$ cat config.mk
export PLATFORM = sky130hd
export DESIGN_NAME = stream_word_censor_top
export DESIGN_NICKNAME = d
export VERILOG_FILES = /design/src/hw/rtl/swc_pkg.sv /design/src/hw/rtl/swc_window.sv /design/src/hw/rtl/swc_burst.sv /design/src/hw/rtl/stream_word_censor_top.sv
export SDC_FILE = /design/constraint.sdc
export NUM_CORES = 2
export LEC_CHECK = 0
export BUFFER_PORTS_ARGS = -buffer_cell sky130_fd_sc_hd__buf_2
export CELL_PAD_IN_SITES_DETAIL_PLACEMENT = 0
export CELL_PAD_IN_SITES_GLOBAL_PLACEMENT = 1
export CORE_MARGIN = 1.5
export CORE_UTILIZATION = 54
export CTS_CLUSTER_SIZE = 40
export DETAILED_ROUTE_END_ITERATION = 10
export GPL_ROUTABILITY_DRIVEN = 0
export PLACE_DENSITY_LB_ADDON = 0.1
export SYNTH_ARGS = -nofsm -noshare
export SYNTH_HDL_FRONTEND = slang
export SYNTH_SLANG_ARGS = --single-unit
$ cat constraint.sdc
create_clock -name clk -period 29.4 [get_ports clk]
set_input_delay 1.47 -clock clk [delete_from_list [all_inputs] [get_ports clk]]
set_output_delay 1.47 -clock clk [all_outputs]
set_load 0.005 [all_outputs]
$ cat src/hw/rtl/swc_pkg.sv
// Shared constants and register codes for the stream word censor.
package swc_pkg;

    // Default longest pattern the window can hold
    localparam int MAX_PATTERN_DEF = 32;

    // Pattern storage: four 64-bit words, little-endian bytes
    localparam int PAT_BYTES  = 32;
    localparam int CFG_IDX_W  = 3;
    localparam int CFG_DATA_W = 64;
    localparam int PLEN_W     = 6;

    // Register indexes on the configuration port
    localparam logic [CFG_IDX_W-1:0] REG_PATTERN_WORD_0 = 3'd0;
    localparam logic [CFG_IDX_W-1:0] REG_PATTERN_WORD_1 = 3'd1;
    localparam logic [CFG_IDX_W-1:0] REG_PATTERN_WORD_2 = 3'd2;
    localparam logic [CFG_IDX_W-1:0] REG_PATTERN_WORD_3 = 3'd3;
    localparam logic [CFG_IDX_W-1:0] REG_PATTERN_LENGTH = 3'd4;

    // Replacement text "CENSORED"
    localparam int REPL_LEN = 8;
    localparam logic [7:0] REPL_TEXT [REPL_LEN] = '{
        8'h43, 8'h45, 8'h4E, 8'h53, 8'h4F, 8'h52, 8'h45, 8'h44
    };

endpackage

$ cat src/hw/rtl/swc_window.sv
// Match window: pattern registers, window shift, compare and burst selection.
module swc_window #(
    parameter int MAX_PATTERN = 32,
    parameter int BURST_D     = 32,
    parameter int BCNT_W      = 6
) (
    input  logic                            clk,
    input  logic                            rst_n,
    input  logic                            cfg_write,
    input  logic [swc_pkg::CFG_IDX_W-1:0]   cfg_index,
    input  logic [swc_pkg::CFG_DATA_W-1:0]  cfg_data,
    input  logic                            step,
    input  logic [7:0]                      item_byte,
    input  logic                            item_eos,
    output logic [7:0]                      ld_data [BURST_D],
    output logic [BCNT_W-1:0]               ld_count,
    output logic                            ld_eos
);
    import swc_pkg::*;

    localparam int CNT_W = $clog2(MAX_PATTERN + 1);
    localparam int IDX_W = (MAX_PATTERN > 1) ? $clog2(MAX_PATTERN) : 1;

    logic [PAT_BYTES*8-1:0] pattern_reg;
    logic [PLEN_W-1:0]      plen_reg;
    logic [7:0]             win_reg  [MAX_PATTERN];
    logic [7:0]             win_next [MAX_PATTERN];
    logic [CNT_W-1:0]       cnt_reg;
    logic [CNT_W-1:0]       cnt_next;

    logic [7:0]       pat  [MAX_PATTERN];
    logic [7:0]       app  [MAX_PATTERN];
    logic [CNT_W-1:0] len;
    logic [CNT_W-1:0] cnt_app;
    logic [CNT_W-1:0] n_pop;
    logic             eq_ok;
    logic             censor;

    // Configuration registers
    always_ff @(posedge clk or negedge rst_n)
    begin
        if (!rst_n)
        begin
            pattern_reg <= '0;
            plen_reg    <= PLEN_W'(1);
        end
        else if (cfg_write)
        begin
            unique case (cfg_index)
                REG_PATTERN_WORD_0: pattern_reg[0*CFG_DATA_W +: CFG_DATA_W] <= cfg_data;
                REG_PATTERN_WORD_1: pattern_reg[1*CFG_DATA_W +: CFG_DATA_W] <= cfg_data;
                REG_PATTERN_WORD_2: pattern_reg[2*CFG_DATA_W +: CFG_DATA_W] <= cfg_data;
                REG_PATTERN_WORD_3: pattern_reg[3*CFG_DATA_W +: CFG_DATA_W] <= cfg_data;
                REG_PATTERN_LENGTH: plen_reg <= cfg_data[PLEN_W-1:0];
                default: ;
            endcase
        end
    end

    // Effective length: zero acts as one, clamp to window size
    always_comb
    begin
        logic [7:0] len_ext;
        len_ext = (plen_reg == '0) ? 8'd1 : {{(8-PLEN_W){1'b0}}, plen_reg};
        if (len_ext > 8'(MAX_PATTERN))
            len_ext = 8'(MAX_PATTERN);
        len = CNT_W'(len_ext);
    end

    // Pattern bytes beyond the stored words read as zero; window with new byte appended
    for (genvar g = 0; g < MAX_PATTERN; g++)
    begin : g_lane
        if (g < PAT_BYTES)
        begin : g_pat
            assign pat[g] = pattern_reg[8*g +: 8];
        end
        else
        begin : g_zero
            assign pat[g] = '0;
        end
        assign app[g] = (cnt_reg == CNT_W'(g)) ? item_byte : win_reg[g];
    end

    assign cnt_app = cnt_reg + CNT_W'(1);

    // Parallel compare of the active window lanes
    always_comb
    begin
        eq_ok = 1'b1;
        for (int i = 0; i < MAX_PATTERN; i++)
        begin
            if (CNT_W'(i) < len && app[i] != pat[i])
                eq_ok = 1'b0;
        end
    end

    // Decide how many oldest bytes leave, or whether the replacement goes out
    always_comb
    begin
        censor = (cnt_app == len) && eq_ok;
        if (cnt_app > len)
            n_pop = cnt_app - (len - CNT_W'(1));
        else if (cnt_app == len && !eq_ok)
            n_pop = CNT_W'(1);
        else
            n_pop = '0;
        if (item_eos && !censor)
            n_pop = cnt_app;
        cnt_next = censor ? '0 : (cnt_app - n_pop);
    end

    // Shift the appended window down by the popped count
    always_comb
    begin
        logic [CNT_W:0] sidx;
        for (int i = 0; i < MAX_PATTERN; i++)
        begin
            sidx = (CNT_W+1)'(i) + {1'b0, n_pop};
            win_next[i] = '0;
            if (sidx < (CNT_W+1)'(MAX_PATTERN))
                win_next[i] = app[sidx[IDX_W-1:0]];
        end
    end

    // Burst load: replacement text or the oldest window bytes
    for (genvar g = 0; g < BURST_D; g++)
    begin : g_ld
        logic [7:0] repl_b;
        logic [7:0] win_b;
        if (g < REPL_LEN)
        begin : g_r
            assign repl_b = REPL_TEXT[g];
        end
        else
        begin : g_rz
            assign repl_b = '0;
        end
        if (g < MAX_PATTERN)
        begin : g_w
            assign win_b = app[g];
        end
        else
        begin : g_wz
            assign win_b = '0;
        end
        assign ld_data[g] = censor ? repl_b : win_b;
    end

    assign ld_count = censor ? BCNT_W'(REPL_LEN) : BCNT_W'(n_pop);
    assign ld_eos   = item_eos;

    // Window state
    always_ff @(posedge clk or negedge rst_n)
    begin
        if (!rst_n)
            cnt_reg <= '0;
        else if (step)
            cnt_reg <= cnt_next;
    end

    always_ff @(posedge clk)
    begin
        if (step)
            win_reg <= win_next;
    end

endmodule

$ cat src/hw/rtl/swc_burst.sv
// Output sequencer: holds one burst of result bytes, drains a byte per cycle while out_ready is high.
module swc_burst #(
    parameter int BURST_D = 32,
    parameter int BCNT_W  = 6
) (
    input  logic              clk,
    input  logic              rst_n,
    input  logic              load,
    input  logic [7:0]        ld_data [BURST_D],
    input  logic [BCNT_W-1:0] ld_count,
    input  logic              ld_eos,
    output logic              can_load,
    output logic              out_valid,
    input  logic              out_ready,
    output logic [7:0]        out_byte,
    output logic              run_last,
    output logic              stream_done
);
    import swc_pkg::*;

    logic [7:0]        data_reg [BURST_D];
    logic [BCNT_W-1:0] cnt_reg;
    logic              eos_reg;
    logic              out_fire;

    assign out_valid   = (cnt_reg != '0);
    assign out_fire    = out_valid && out_ready;
    assign can_load    = (cnt_reg == '0) || (cnt_reg == BCNT_W'(1) && out_ready);
    assign out_byte    = data_reg[0];
    assign run_last    = (cnt_reg == BCNT_W'(1));
    assign stream_done = run_last && eos_reg;

    // Remaining count and end-of-stream mark
    always_ff @(posedge clk or negedge rst_n)
    begin
        if (!rst_n)
        begin
            cnt_reg <= '0;
            eos_reg <= 1'b0;
        end
        else if (load)
        begin
            cnt_reg <= ld_count;
            eos_reg <= ld_eos;
        end
        else if (out_fire)
        begin
            cnt_reg <= cnt_reg - BCNT_W'(1);
        end
    end

    // Byte shift line, head is the current result
    always_ff @(posedge clk)
    begin
        if (load)
            data_reg <= ld_data;
        else if (out_fire)
        begin
            for (int i = 0; i < BURST_D - 1; i++)
                data_reg[i] <= data_reg[i+1];
            data_reg[BURST_D-1] <= '0;
        end
    end

endmodule

$ cat src/hw/rtl/stream_word_censor_top.sv
// Top level of the stream word censor: input register, match window, output sequencer.
//
// Streaming find-and-replace: each leftmost, non-overlapping occurrence of the
// configured pattern (1 to MAX_PATTERN bytes) is replaced by "CENSORED"; other
// bytes pass in order. A byte enters the input register, is matched against the
// whole window in parallel, and its results load the output sequencer, which
// drains one byte per cycle while out_ready is high. Throughput is one input
// byte per cycle while each byte yields at most one result and out_ready is
// high; a request with more results (eight for a replacement, up to the window
// length for an end-of-stream flush) holds the sequencer until they drain, and
// input waits behind it. Requests that yield no result pass without waiting.
// Program the pattern registers only while the block is idle.
module stream_word_censor_top #(
    parameter int MAX_PATTERN = swc_pkg::MAX_PATTERN_DEF
) (
    input  logic                            clk,
    input  logic                            rst_n,
    input  logic                            cfg_write,
    input  logic [swc_pkg::CFG_IDX_W-1:0]   cfg_index,
    input  logic [swc_pkg::CFG_DATA_W-1:0]  cfg_data,
    input  logic                            in_valid,
    output logic                            in_ready,
    input  logic [7:0]                      in_byte,
    input  logic                            end_of_stream,
    output logic                            out_valid,
    input  logic                            out_ready,
    output logic [7:0]                      out_byte,
    output logic                            run_last,
    output logic                            stream_done
);
    import swc_pkg::*;

    localparam int BURST_D = (MAX_PATTERN > REPL_LEN) ? MAX_PATTERN : REPL_LEN;
    localparam int BCNT_W  = $clog2(BURST_D + 1);

    logic              vld_reg;
    logic [7:0]        byte_reg;
    logic              eos_reg;
    logic              advance;
    logic              can_load;
    logic [7:0]        ld_data [BURST_D];
    logic [BCNT_W-1:0] ld_count;
    logic              ld_eos;

    // Held request moves on when it makes no result or the sequencer is free
    assign advance  = vld_reg && (can_load || ld_count == '0);
    assign in_ready = !vld_reg || advance;

    // Input register
    always_ff @(posedge clk or negedge rst_n)
    begin
        if (!rst_n)
            vld_reg <= 1'b0;
        else if (in_valid && in_ready)
            vld_reg <= 1'b1;
        else if (advance)
            vld_reg <= 1'b0;
    end

    always_ff @(posedge clk)
    begin
        if (in_valid && in_ready)
        begin
            byte_reg <= in_byte;
            eos_reg  <= end_of_stream;
        end
    end

    swc_window #(
        .MAX_PATTERN (MAX_PATTERN),
        .BURST_D     (BURST_D),
        .BCNT_W      (BCNT_W)
    ) u_window (
        .clk       (clk),
        .rst_n     (rst_n),
        .cfg_write (cfg_write),
        .cfg_index (cfg_index),
        .cfg_data  (cfg_data),
        .step      (advance),
        .item_byte (byte_reg),
        .item_eos  (eos_reg),
        .ld_data   (ld_data),
        .ld_count  (ld_count),
        .ld_eos    (ld_eos)
    );

    swc_burst #(
        .BURST_D (BURST_D),
        .BCNT_W  (BCNT_W)
    ) u_burst (
        .clk         (clk),
        .rst_n       (rst_n),
        .load        (advance && ld_count != '0),
        .ld_data     (ld_data),
        .ld_count    (ld_count),
        .ld_eos      (ld_eos),
        .can_load    (can_load),
        .out_valid   (out_valid),
        .out_ready   (out_ready),
        .out_byte    (out_byte),
        .run_last    (run_last),
        .stream_done (stream_done)
    );

endmodule

After elaboration in Yosys (flattened, before gate mapping) --
Index checks and enable logic that the tools add are counted.
Cells by class: add/subtract/negate cells 36, bitwise operators 32, reductions and logical operators 61, equal/unequal tests 69, $lt $le $gt $ge 98, mux-type cells 205
Operator list (number):
- binary-select mux 8 bit (select 5 bit) | 32
- two-way mux 8 bit | 128
- two-way mux 256 bit | 2
- inequality test 8 bit | 32
- < comparator 7 x 6 -> 1 bit, second input constant | 31
- >= comparator 6 bit, second input constant | 32
- inverter 5 -> 6 bit | 32
- adder 5 x 6 -> 7 bit, first input constant | 16
- equality test 6 x 5 -> 1 bit, second input constant | 16
- < comparator 5 x 6 -> 1 bit, first input constant | 16
- adder 4 x 6 -> 7 bit, first input constant | 8
- equality test 6 x 4 -> 1 bit, second input constant | 8
- < comparator 4 x 6 -> 1 bit, first input constant | 8
- two-way mux 6 bit | 8
- logical AND 1 bit | 41
- two-way mux 1 bit | 35
- adder 3 x 6 -> 7 bit, first input constant | 4
- equality test 6 x 3 -> 1 bit, second input constant | 4
- logical NOT 6 bit | 4
- < comparator 3 x 6 -> 1 bit, first input constant | 4
- adder 2 x 6 -> 7 bit, first input constant | 2
- equality test 6 x 1 -> 1 bit, second input constant | 2
- equality test 6 x 2 -> 1 bit, second input constant | 2
- < comparator 1 x 6 -> 1 bit, first input constant | 2
- 18 further kinds | 32
Storage, ports and cells: logic and storage cells 576, output and inout port bits 12, bits of input ports 81, register bits 797

Logic depth before layout (Yosys ltp) --
word-level depth 50, depth in mapped cells 29

Hierarchy --
From an unflattened synthesis, not the netlist that was laid out.
Unflattened totals: cell total of the unflattened synthesis 5336, area, all modules 55678.4 um2
Modules (own cells, without submodules):
- swc_window | cells each 4704, times used 1, area each 44024.7 um2, seq. area each 14395.1 um2
- swc_burst | cells each 607, times used 1, area each 11257.0 um2, seq. area each 7862.5 um2
- stream_word_censor_top | cells each 25, times used 1, area each 396.6 um2, seq. area each 295.3 um2

Worst setup path after synthesis --
OpenSTA, ideal clock, no wires.
path kind flip-flop to flip-flop, start point register u_window.cnt_reg[4], end point register u_burst.cnt_reg[2], stages on the path, launching flop included 22, path buffers 4, data arrival time 10836 ps, data required time 29226 ps, library setup time 174 ps, slack 18390 ps, path through dfrtp_1 buf_2 nand2_1 buf_2 buf_2 nor2_1 xor2_1 ha_1 nand2_1 or3_1 a211oi_1 o221ai_1 nor3_1 o2111ai_1 a2111oi_2 nand4_1 o21ai_1 mux2i_1 clkbuf_1 o41ai_2 nand2_1 o221a_2
Between the ends: word-level cells in the longest chain between the ends 47, elaborated cells on any way between the ends 180
RTL lines:
- start, declared | RTL line swc_window.sv:28 | logic [CNT_W-1:0] cnt_reg;
- start signal, assigned | RTL line swc_window.sv:158 | cnt_reg <= cnt_next;
- logical NOT 6 bit | RTL line swc_window.sv:81 | assign app[g] = (cnt_reg == CNT_W'(g)) ? item_byte : win_reg[g];
- two-way mux 8 bit | RTL line swc_window.sv:81
- inequality test 8 bit | RTL line swc_window.sv:92 | if (CNT_W'(i) < len && app[i] != pat[i])
- logical AND 1 bit | RTL line swc_window.sv:92
- two-way mux 1 bit (32 in a row) | RTL line swc_window.sv:92
- logical NOT 1 bit | RTL line swc_window.sv:103 | else if (cnt_app == len && !eq_ok)
- logical AND 1 bit | RTL line swc_window.sv:103
- two-way mux 1 bit | RTL line swc_window.sv:103
- two-way mux 6 bit | RTL line swc_window.sv:101 | if (cnt_app > len)
- two-way mux 6 bit | RTL line swc_window.sv:107 | if (item_eos && !censor)
- two-way mux 6 bit * | RTL line swc_window.sv:149 | assign ld_count = censor ? BCNT_W'(REPL_LEN) : BCNT_W'(n_pop);
- logical NOT 6 bit | RTL line stream_word_censor_top.sv:46 | assign advance = vld_reg && (can_load || ld_count == '0);
- logical OR 1 bit | RTL line stream_word_censor_top.sv:46
- logical AND 1 bit | RTL line stream_word_censor_top.sv:46
- logical AND 1 bit | RTL line stream_word_censor_top.sv:93 | .load (advance && ld_count != '0),
- two-way mux 6 bit / nonzero test 2 bit (equally long branches)
- end signal, assigned | RTL line swc_burst.sv:43 | cnt_reg <= ld_count;
- end signal, assigned | RTL line swc_burst.sv:48 | cnt_reg <= cnt_reg - BCNT_W'(1);
- end, declared | RTL line swc_burst.sv:22 | logic [BCNT_W-1:0] cnt_reg;
Mark *: on every way between the ends. The rest lies on a longest branch, timed or not. A chain may end at the register's enable or synchronous reset.

Final worst setup path --
start point register u_window.cnt_reg[0], end point register u_window.win_reg[59] (netlist bit) (data pin)
Between the ends: word-level cells in the longest chain between the ends 46, elaborated cells on any way between the ends 178
RTL lines:
- logical NOT 6 bit | RTL line swc_window.sv:81
- two-way mux 8 bit | RTL line swc_window.sv:81
- inequality test 8 bit | RTL line swc_window.sv:92
- logical AND 1 bit | RTL line swc_window.sv:92
- two-way mux 1 bit (32 in a row) | RTL line swc_window.sv:92
- logical NOT 1 bit | RTL line swc_window.sv:103
- logical AND 1 bit | RTL line swc_window.sv:103
- two-way mux 1 bit | RTL line swc_window.sv:103
- two-way mux 6 bit | RTL line swc_window.sv:101
- two-way mux 6 bit | RTL line swc_window.sv:107
- adder 5 x 6 -> 7 bit | RTL line swc_window.sv:118 | sidx = (CNT_W+1)'(i) + {1'b0, n_pop};
- inverter 5 -> 6 bit (implied by the code) | RTL line swc_window.sv:121 | win_next[i] = app[sidx[IDX_W-1:0]];
- binary-select mux 8 bit (select 5 bit) | RTL line swc_window.sv:121
- two-way mux 8 bit (implied by the code) (2 in a row) | RTL line swc_window.sv:121
- end signal, assigned | RTL line swc_window.sv:164 | win_reg <= win_next;
- end, declared | RTL line swc_window.sv:26 | logic [7:0] win_reg [MAX_PATTERN];
Several ways; a longest one is shown, not always the timed one. The select of a mux whose other input is x is not followed.

==> metrics list <==
* R2r endpoint: u_window.win_reg[59]$_SDFFCE_PP0P_
* Total of warnings raised by yosys: 0
- Measured along the y axis, the die boundary spans around 320 microns.
- The initial antenna violation count came to 16.
- The initial utilization of the core area, before any placement, comes to 0.546.
- Post-Route Utilization: 0.594
- In this run the remaining antenna-violating nets after routing total 0.
- Along the worst path, the maximum fanout reaches 51.
- Routed WL: 266000 microns
- Counting flops with an async set or reset pin after synthesis yields a share of 0.346.
* Overflow left after global routing: 0
- The tree is rooted in a sky130_fd_sc_hd__clkbuf_16.
* Skew-Pair Late Insertion Delay: around 0.75 ns
* Vias in the first global route: 43305
- Synth Instances: between 4000 and 5000
- Number of placement rows: between 100 and 150
- The die covers ~100000 sq um.
* Post-CTS clock slew at the launch and capture registers of the worst setup and hold paths: ~0.060 ns
- Post-CTS repair changed the size of 0 cells.
* Number of distinct library cells after synthesis: approximately 100
- Flip-flop cell with the highest count after synthesis: sky130_fd_sc_hd__edfxtp_1
- Launching element type of the critical path: flop
- At the end of the flow, the number of nets in the layout was around 5000.
* Die width: roughly 320 microns
* Depth of the CTS H-tree: 3
- Number of I/O pins: 93
* Max Clk Rate: slightly below 100 MHz
* Area added between synthesis and finish: 8.88%
- TritonCTS created 91 clock buffers.
- Total DRC errors in the routed layout: 5
* Count of state elements after synthesis: 797
* Standard cell core area: about 97000 sq um
- The pre-antenna-repair detailed-routing pass consisted of 11 iterations.
- Start point of the critical path: u_window.cnt_reg[0]$_DFFE_PN0P_
* Largest net degree at the start of global routing: 149
* Final count of negative-setup-slack endpoints: 0
- Syn nets: slightly above 5000
* Final count of hold timing violations: 0
- The setup path with the least slack is of type reg2reg.
- Launch point of the worst reg-to-reg path: u_window.cnt_reg[0]$_DFFE_PN0P_
* Critical-path cell with the highest stage delay: sky130_fd_sc_hd__mux2i_1
- Period utilization: 0.353
* Total half-perimeter wirelength after legalization and detailed placement: 197000 microns
- Maximum root-to-sink buffer count: 3
* Buffers inserted by post-CTS timing repair: 0
- RSZ-0062 raised after global routing: false
* Via density per instance: about 7.6
- The smallest clock period supported by the final layout is computed as a little over 10 ns.
- The worst hold path begins at u_window.pattern_reg[232]$_DFFE_PN0P_.
- At the worst endpoint, the arrival time is about 11 ns.
* Outcome: finished with violations
- The final route contains between 40000 and 50000 vias.
- EDFF count, synth: about 520
* Total of max-cap violations: 4
* Sink count of the clock tree: around 800
* Fraction of final layout cells sized beyond drive strength 1: 0.144
- In this run the tightest slew margin relative to its limit is -0.144.
- Adding up every negative setup slack in the final design gives 0 ns.
- The number of pins with negative max-slew slack in the final report was 17.
- Clock skew on the completed layout was measured at just under 0.04 ns.
* Wire length of the first global-routing pass: between 300000 and 400000 microns
- Summed instance area of the synthesized netlist: roughly 53000 sq um
- CTS tree: yes
* Initial DRC count: about 10000
- Data on the critical path is required at its endpoint by roughly 30 ns.
- Reg2reg path depth: 17
- Worst-margin pin slew: between 1.5 and 2 ns
* Sequential-to-total area share from yosys stat: 0.427
- Fillers: 8259
* Critical Path, Cell by Cell: ha_1 -> nor3b_2 -> nand2_1 -> a21oi_1 -> o22ai_1 -> a21oi_1 -> o211ai_1 -> o32ai_1 -> nand3_1 -> o21ai_4 -> buf_4 -> buf_4 -> buf_4 -> mux2i_1 -> mux2i_1 -> mux2i_1 -> and3_1
- On the worst path, the slowest cell contributes a delay of roughly 1.1 ns.
* Post-DR wirelength/cell: approximately 42 microns
- Count of input and output buffers: about 90
- Number of hold-repair buffers added at the cts stage: 0
- The worst setup path is captured at a flop.
- Across every metal layer, demand over resource in global routing totals 0.526.
* Worst hold-check path type: reg2reg
- Averaged over all synthesized cells, the footprint is 10.6 sq um.
- End point of the critical path: u_window.win_reg[59]$_SDFFCE_PP0P_
- Register-to-Register Setup Slack: ~19 ns
- The final reports fail on design-rule violations, max-capacitance violations, max-slew violations.
synthesized netlist by cell type (all sizes together), types with 11 or more instances:
library cell | count | area, sq um
a21oi | 252 | 1280
a21o | 11 | 82.6
xor2 | 145 | 1270
nor4 | 13 | 81.3
nand2b | 13 | 88.8
mux2 | 206 | 2320
a222oi | 66 | 661
clkbuf | 132 | 502
ha | 23 | 288
nand3 | 84 | 425
nor3 | 149 | 756
or3 | 13 | 81.3
o221ai | 16 | 140
a21boi | 11 | 82.6
mux2i | 972 | 9730
xnor2 | 134 | 1180
inv | 141 | 529
mux4 | 68 | 1530
and3 | 16 | 100
o22ai | 178 | 1110
o21ai | 378 | 1900
a31oi | 23 | 144
buf | 231 | 1310
and2 | 29 | 181
edfxtp | 521 | 15600
dfrtp | 275 | 6880
nand4 | 29 | 181
nor2 | 215 | 878
nand2 | 455 | 1710
metrics by stage:
stage                     std cells  setup WS (ns)  area, sq um  hold slack (ns)
after floorplan                4984          18.39        52800            0.439
after global placement         6125          19.83        54300            0.490
after detailed placement       6125          19.83        54300            0.500
after CTS                      6295          19.80        57400            0.514
after global routing           6297          19.11        57400            0.535
final                          6309          19.02        57500            0.513
per-layer routing:
layer / global-route usage / up-vias / part of all wire / wire [microns]
met3: 0.273 / 1352 / 0.17 / 45300
met5: 0.0402 / - / 0.0030 / 811
met1: 0.635 / 23161 / 0.34 / 90400
met4: 0.411 / 34 / 0.10 / 27600
met2: 0.696 / 4698 / 0.38 / 102000
li1: - / 18642 / - / -
worst max-delay path, delay by kind of cell, from the launching register on:
kind | cells | cell delay, ns
buf+inv | 3 | 2.11
fa+ha+maj | 1 | 0.38
compound gates | 6 | 2.86
flops | 1 | 0.50
simple gates | 4 | 2.34
mux | 3 | 1.78
how the worst min path moves through the flow:
| stage | cells after the start | endpoint |
|---|---|---|
| final | 1 | u_window.pattern_reg[232]$_DFFE_PN0P_ |
| after global routing | 1 | u_window.pattern_reg[232]$_DFFE_PN0P_ |
| after CTS | 1 | u_window.pattern_reg[232]$_DFFE_PN0P_ |
| after detailed placement | 1 | u_window.pattern_reg[232]$_DFFE_PN0P_ |
| after global placement | 1 | u_window.pattern_reg[232]$_DFFE_PN0P_ |
| after floorplan | 2 | u_burst.eos_reg$_DFFE_PN0P_ |
cell type report:
| class | count | area, sq um | share of cell area |
|---|---|---|---|
| multi-input cells | 3678 | 28100 | 0.489 |
| repair buffers | 230 | 1560 | 0.0271 |
| flip-flops and latches | 797 | 22600 | 0.392 |
| clock inverters | 35 | 329 | 0.00573 |
| inverters | 146 | 558 | 0.00971 |
| clock buffers | 135 | 2740 | 0.0477 |
| well taps | 1276 | 1600 | 0.0278 |
| diodes | 12 | 30.0 | 0.000523 |
kinds of logic (layout without fill, tap and decap cells):
family	Yosys count	in the layout	synth area share
flops	797	797	0.427
fa+ha+maj	27	27	0.00678
xor+xnor	279	279	0.0464
simple gates	1069	1069	0.0938
compound gates	1057	1057	0.124
mux	1246	1246	0.257
other cells	0	12	0
buf+inv	509	546	0.0448
cell usage in the layout (no fill, tap or decap), drive strengths merged, types with 149 or more instances in the layout:
master,count
nor2,215
mux2i,972
nand2,455
mux2,206
o22ai,178
a21oi,252
buf,229
nor3,149
dfrtp,275
o21ai,378
edfxtp,521
Power is left out: the tool's default activity adds up to more than one toggle a clock period on the data nets, which glitch-free logic cannot reach.
